`src/hdl/bfa_pkg.sv`:
```
// ----------------------------------------------------------------------------
// bfa_pkg
// Types, constants and codes shared by the frame allocator modules.
// ----------------------------------------------------------------------------
package bfa_pkg;

   localparam int PAGE_SHIFT = 12;
   localparam int MAX_FRAMES = 262144;

   localparam int ADDR_W   = 32;
   localparam int LEN_W    = 32;
   localparam int FRAME_W  = 19;
   localparam int BYTES_W  = 16;
   localparam int WORD_W   = 32;
   localparam int BIT_W    = 5;
   localparam int WORDS    = (MAX_FRAMES + WORD_W - 1) / WORD_W;
   localparam int WADDR_W  = $clog2(WORDS);
   localparam int NWORDS_W = $clog2(WORDS + 1);
   localparam int FLIP_W   = BIT_W + 1;
   localparam int EXT_W    = ADDR_W + 2;

   localparam logic [2:0] OP_INIT    = 3'd0;
   localparam logic [2:0] OP_ALLOC   = 3'd1;
   localparam logic [2:0] OP_FREE    = 3'd2;
   localparam logic [2:0] OP_MARK    = 3'd3;
   localparam logic [2:0] OP_RESERVE = 3'd4;

   localparam logic [2:0] ST_DONE      = 3'd0;
   localparam logic [2:0] ST_NOT_READY = 3'd1;
   localparam logic [2:0] ST_NO_FREE   = 3'd2;
   localparam logic [2:0] ST_UNALIGNED = 3'd3;
   localparam logic [2:0] ST_RANGE     = 3'd4;
   localparam logic [2:0] ST_DOUBLE    = 3'd5;
   localparam logic [2:0] ST_IGNORED   = 3'd6;

   typedef struct packed {
      logic [2:0]        op;
      logic [ADDR_W-1:0] address;
      logic [LEN_W-1:0]  length;
   } req_type;

   typedef struct packed {
      logic [ADDR_W-1:0]  frame_address;
      logic [2:0]         status;
      logic [FRAME_W-1:0] frame_count;
      logic [FRAME_W-1:0] busy_count;
      logic [FRAME_W-1:0] spare_count;
      logic [BYTES_W-1:0] map_bytes;
   } rsp_type;

   typedef struct packed {
      logic [WORD_W-1:0] new_word;
      logic [FLIP_W-1:0] flips;
      logic              has_zero;
      logic [BIT_W-1:0]  zero_idx;
   } word_res_type;

endpackage

```
`src/hdl/bfa_word_unit.sv`:
```
// ----------------------------------------------------------------------------
// bfa_word_unit
// Per-word bit work: range mask, set/clear, flip count, lowest free bit.
// ----------------------------------------------------------------------------
module bfa_word_unit (
   input  logic [bfa_pkg::WORD_W-1:0] word,
   input  logic [bfa_pkg::BIT_W-1:0]  lo,
   input  logic [bfa_pkg::BIT_W-1:0]  hi,
   input  logic                       set_mode,
   output bfa_pkg::word_res_type      res
);
   import bfa_pkg::*;

   logic [WORD_W-1:0] mask;
   logic [WORD_W-1:0] flipped;
   logic [FLIP_W-1:0] cnt;
   logic [BIT_W-1:0]  idx;

   always_comb begin
      mask    = ({WORD_W{1'b1}} << lo) & ({WORD_W{1'b1}} >> (BIT_W'(WORD_W - 1) - hi));
      flipped = set_mode ? (mask & ~word) : (mask & word);
      cnt = '0;
      for (int i = 0; i < WORD_W; i++) begin
         cnt = cnt + FLIP_W'(flipped[i]);
      end
      // lowest clear bit wins
      idx = '0;
      for (int i = WORD_W - 1; i >= 0; i--) begin
         if (!word[i]) begin
            idx = BIT_W'(i);
         end
      end
      res.new_word = set_mode ? (word | mask) : (word & ~mask);
      res.flips    = cnt;
      res.has_zero = (word != {WORD_W{1'b1}});
      res.zero_idx = idx;
   end

endmodule

```
`config.mk`:
```
export PLATFORM = sky130hd
export DESIGN_NAME = bfa_word_unit
export DESIGN_NICKNAME = d
export VERILOG_FILES = /design/src/hdl/bfa_pkg.sv /design/src/hdl/bfa_word_unit.sv
export SDC_FILE = /design/constraint.sdc
export NUM_CORES = 1
export LEC_CHECK = 0
export ABC_AREA = 1
export BUFFER_PORTS_ARGS = -buffer_cell sky130_fd_sc_hd__buf_2
export CAP_MARGIN = 15
export CORE_UTILIZATION = 45
export DETAILED_ROUTE_END_ITERATION = 12
export MAX_ROUTING_LAYER = met4
export PLACE_DENSITY_LB_ADDON = 0.2
export SKIP_LAST_GASP = 1
export SYNTH_ARGS = -nofsm -noshare
export SYNTH_HDL_FRONTEND = slang
export SYNTH_SLANG_ARGS = --single-unit
```
`constraint.sdc`:
```
create_clock -name vclk -period 16.38
set_clock_uncertainty 0.15 [all_clocks]
set_input_delay 2.457 -clock vclk [all_inputs]
set_output_delay 2.457 -clock vclk [all_outputs]
set_load 0.02 [all_outputs]
```
### Word-level counts from Yosys, hierarchy flattened

Index checks and enable logic that the tools add are counted.
Widths: inputs -> output; s select.

| storage, ports and cells | value |
|---|---|
| register bits after elaboration | 0 |
| latch bits | 0 |
| bits in writable memories | 0 |
| ROM bits | 0 |
| input port bits | 43 |
| output and inout port bits | 44 |
| word-level logic and storage cells | 76 |
| memories kept | 0 |

| cells by class | value |
|---|---|
| $add $sub $neg | 32 |
| multipliers | 0 |
| divide/modulo/power cells | 0 |
| $lt $le $gt $ge | 0 |
| equal/unequal tests | 1 |
| shifts and indexed selects | 2 |
| mux-type cells | 34 |
| bitwise operators | 7 |
| reduce and logical (&&, ||, !) cells | 0 |

Operators with widths:

| cell | number |
|---|---|
| $mux 5 | 32 |
| $add 6x1->6 | 26 |
| $and 32x32->32 | 4 |
| $mux 32 | 2 |
| $not 32->32 | 2 |
| $ne 32x32->1 const B | 1 |
| $or 32x32->32 | 1 |
| $shl 32x5->32 const A | 1 |
| $shr 32x5->32 const A | 1 |
| $add 5x1->6 | 1 |
| $add 4x1->5 | 1 |
| $sub 5x5->5 const A | 1 |
| $add 3x1->4 | 1 |
| $add 2x1->3 | 1 |
| $add 1x1->2 | 1 |

### Depth between registers and ports, before layout

| logic depth | value |
|---|---|
| depth in word-level cells | 36 |
| depth in mapped cells | 31 |
| depth with buffers taken out | 31 |

### Worst setup path after synthesis

OpenSTA, ideal clock, no wires.

| timing | value |
|---|---|
| path type | input -> output |
| from | input port set_mode |
| to | output port res[10] (netlist bit) |
| data arrival time | 7.669 ns |
| data required time | 13.773 ns |
| path slack | 6.104 ns |
| cell stages on the path | 20 |
| buffers on the path | 3 |
| cell sequence | clkbuf_1 -> inv_1 -> clkbuf_1 -> clkbuf_1 -> nor2_1 -> o21bai_1 -> fa_1 -> fa_1 -> inv_1 -> fa_1 -> inv_1 -> fa_1 -> fa_1 -> fa_1 -> inv_1 -> ha_1 -> inv_1 -> fa_1 -> o21a_1 -> xor2_1 |

RTL lines:

| element | RTL line | text |
|---|---|---|
| from (decl) | bfa_word_unit.sv:9 | `input logic set_mode,` |
| to (decl) | bfa_word_unit.sv:10 | `output bfa_pkg::word_res_type res` |

==> run_results.csv <==
group,metric,value,unit
sta,timing.final.crit_share,66.7,%
setup_path,end_kind,"primary output",
floorplanning,die_area,5530,sq um
placement,placed_cells,579,
power,p_per_area,46.2,nW/um^2
sta,tns,0,ns
floorplanning,start_util,48.3,%
power,ir_worst_vdd,33.4,uV
power,p_comb_share,100.0,%
layout,final_cell_mix,"119 x nand2_1, 87 x buf_2, 68 x nor2_1",
setup_path,crit_type,"input pin to primary output",
layout,final_common_cell,"nand2_1",
logic_synthesis,yosys.area_share.adder,24.1,%
setup_path,start_kind,"input pin",
logic_synthesis,synth_top_family_by_area,"simple AND/OR/NAND/NOR gates",
min_path,hold_class,"input pin to primary output",
logic_synthesis,netlist-cell-type-count,25,
sta,finalMaxSlewViolations,0,
layout,fill_cells,535,
setup_path,cp_max_fo,38,
layout,antenna-diode-count,0,
drt,drt-wirelength-per-cell,13.3,microns
power,p_seq_share,0,%
floorplanning,fp.dieH,74.4,microns
clocking,cts-resized-gates,0,
global_routing,antenna_found_initial,0,
run_status,run_status,"finished clean",
drt,routed_via_density,5.25,
sta,max_slew_margin,54.1,%
global_routing,grt_pass1_vias,2524,
layout,nets,588,
placement,hpwlAfterDp,6490,microns
logic_synthesis,synth_xor_area_share,1.86,%
clocking,cts_hold_buf,0,
layout,seqCellArea,0,sq um
floorplanning,rows,25,
drt,drc_errors,0,
drt,drt-initial-drc-count,291,
floorplanning,ios,87,
logic_synthesis,yosysWarnings,0,
sta,fin_crit,10.93,ns
global_routing,grt_remaining_overflow,0,
placement,globalplace.congestion,1.02,
setup_path,required,13.77,ns
logic_synthesis,syn_inst,439,
sta,hold_slack,5.10,ns
global_routing,grt_max_degree,39,
power,clockPowerShare,0,%
sta,timing.fmax,0.0915,GHz
logic_synthesis,synth_compound_area_share,24.4,%
global_routing,grt_pass1_wl,12000,microns
sta,tightest_slew,0.682,ns
global_routing,grtUsageTotal,29.1,%
power,switching_share,64.4,%
layout,flops_and_latches,0,
sta,setup_violations,0,
drt,vias,3040,
sta,finalHoldViolCount,0,
floorplanning,core,4880,sq um
flow_run,maxCapViolations,0,
sta,rsz0062_at_grt,"false",
setup_path,crit_arrival,8.33,ns
logic_synthesis,post_synth.cell_area_avg,5.37,sq um
layout,n_clock_buffer,0,
layout,postLayoutCoreUtil,58.0,%
logic_synthesis,synth_mux_area_share,0,%
power,leakagePower,1.53,nW
floorplanning,die_x,74.4,microns
layout,layoutNonFillerInstCount,579,
layout,drive_above_1_share,19.3,%
drt,first_pass_iters,6,
power,intPower,0.0000466,W
drt,postRouteAntennaNets,0,
logic_synthesis,yosysSeqAreaShare,0,%
drt,wl,7690,microns
clocking,postCtsSetupRepairBufs,0,
layout,syn2layout_area_growth,20.1,%
logic_synthesis,synth-simple-area-share,36.6,%
placement,portBuffers,87,
power,p_sw,0.0000842,W
logic_synthesis,synth_nets,513,
logic_synthesis,synth_area,2360,sq um
-- cells by family after synthesis --
logic type | after synthesis
xor gates and xnor gates | 5
and+or+nand+nor | 216
AOI/OAI and AO/OA | 105
adders and majority gates | 31
buffers and inverters | 82
-- final timing paths --
path	from	endpoint	slack [ns]	cells after the start
max	set_mode	res[10]	5.45	20
min	word[1]	res[0]	5.10	3
-- synth_stat cells --
| cell | n | area, sq um |
|---|---|---|
| a21oi_1 | 26 | 130 |
| clkbuf_1 | 15 | 56.3 |
| o21a_1 | 1 | 7.51 |
| inv_1 | 65 | 244 |
| buf_1 | 1 | 3.75 |
| o211ai_1 | 6 | 45.0 |
| fa_1 | 24 | 480 |
| nor2_1 | 68 | 255 |
| a221oi_1 | 1 | 8.76 |
| o21ai_0 | 57 | 285 |
| o21bai_1 | 4 | 30.0 |
| xor2_1 | 4 | 35.0 |
| nor3_1 | 8 | 40.0 |
| xnor2_1 | 1 | 8.76 |
| a211oi_1 | 2 | 15.0 |
| ha_1 | 7 | 87.6 |
| a21oi_2 | 1 | 8.76 |
| nand4_1 | 1 | 6.26 |
| nor4_1 | 3 | 18.8 |
| inv_2 | 1 | 3.75 |
| a21boi_0 | 1 | 7.51 |
| nand2_1 | 119 | 447 |
| a31oi_1 | 6 | 37.5 |
| or2_2 | 8 | 50.1 |
| nand3_1 | 9 | 45.0 |
-- metal layers --
layer,GRT usage [%],vias to the layer above,wire (microns)
met4,3.14,0,102
li1,-,1540,-
met1,42.6,1332,3420
met3,0.678,9,662
met5,-,-,0
met2,46.2,159,3500
-- stage by stage --
| step | instance area, sq um | worst slack (ns) | total power, W |
|---|---|---|---|
| final | 2830 | 5.45 | 0.000131 |
| after global routing | 2830 | 5.13 | 0.000149 |
| after CTS | 2830 | 5.47 | 0.000131 |
| after detailed placement | 2830 | 5.48 | 0.000130 |
| after global placement | 2830 | 5.62 | 0.000126 |
| after floorplan | 2360 | 6.10 | 0.0000908 |
-- area by class of cell --
type                            count  area [sq um]  area share, %
Inverter                           66           248           8.75
Timing Repair Buffer               89           450           15.9
Tap cell                           67          83.8           2.96
Multi-Input combinational cell    357          2050           72.4
-- worst max-delay path, cell delays in order --
cell and delay (ns):
buf_2 0.07, buf_4 0.34, inv_1 0.36, buf_4 0.35
or2_2 0.31, a21oi_1 0.19, fa_1 0.48, fa_1 0.52
inv_1 0.06, fa_1 0.55, fa_1 0.43, fa_1 0.51
fa_1 0.40, inv_1 0.07, ha_1 0.19, inv_1 0.08
fa_1 0.43, o21a_1 0.21, xor2_1 0.12, buf_2 0.18
-- power by group through the flow --
stage          clock [W]  combinational (W)  sequential (W)
2_1_floorplan          0          0.0000908               0
3_3_place_gp           0           0.000126               0
3_5_place_dp           0           0.000130               0
4_1_cts                0           0.000131               0
5_1_grt                0           0.000149               0
6_report               0           0.000131               0
(Power assumes the default switching activity.)
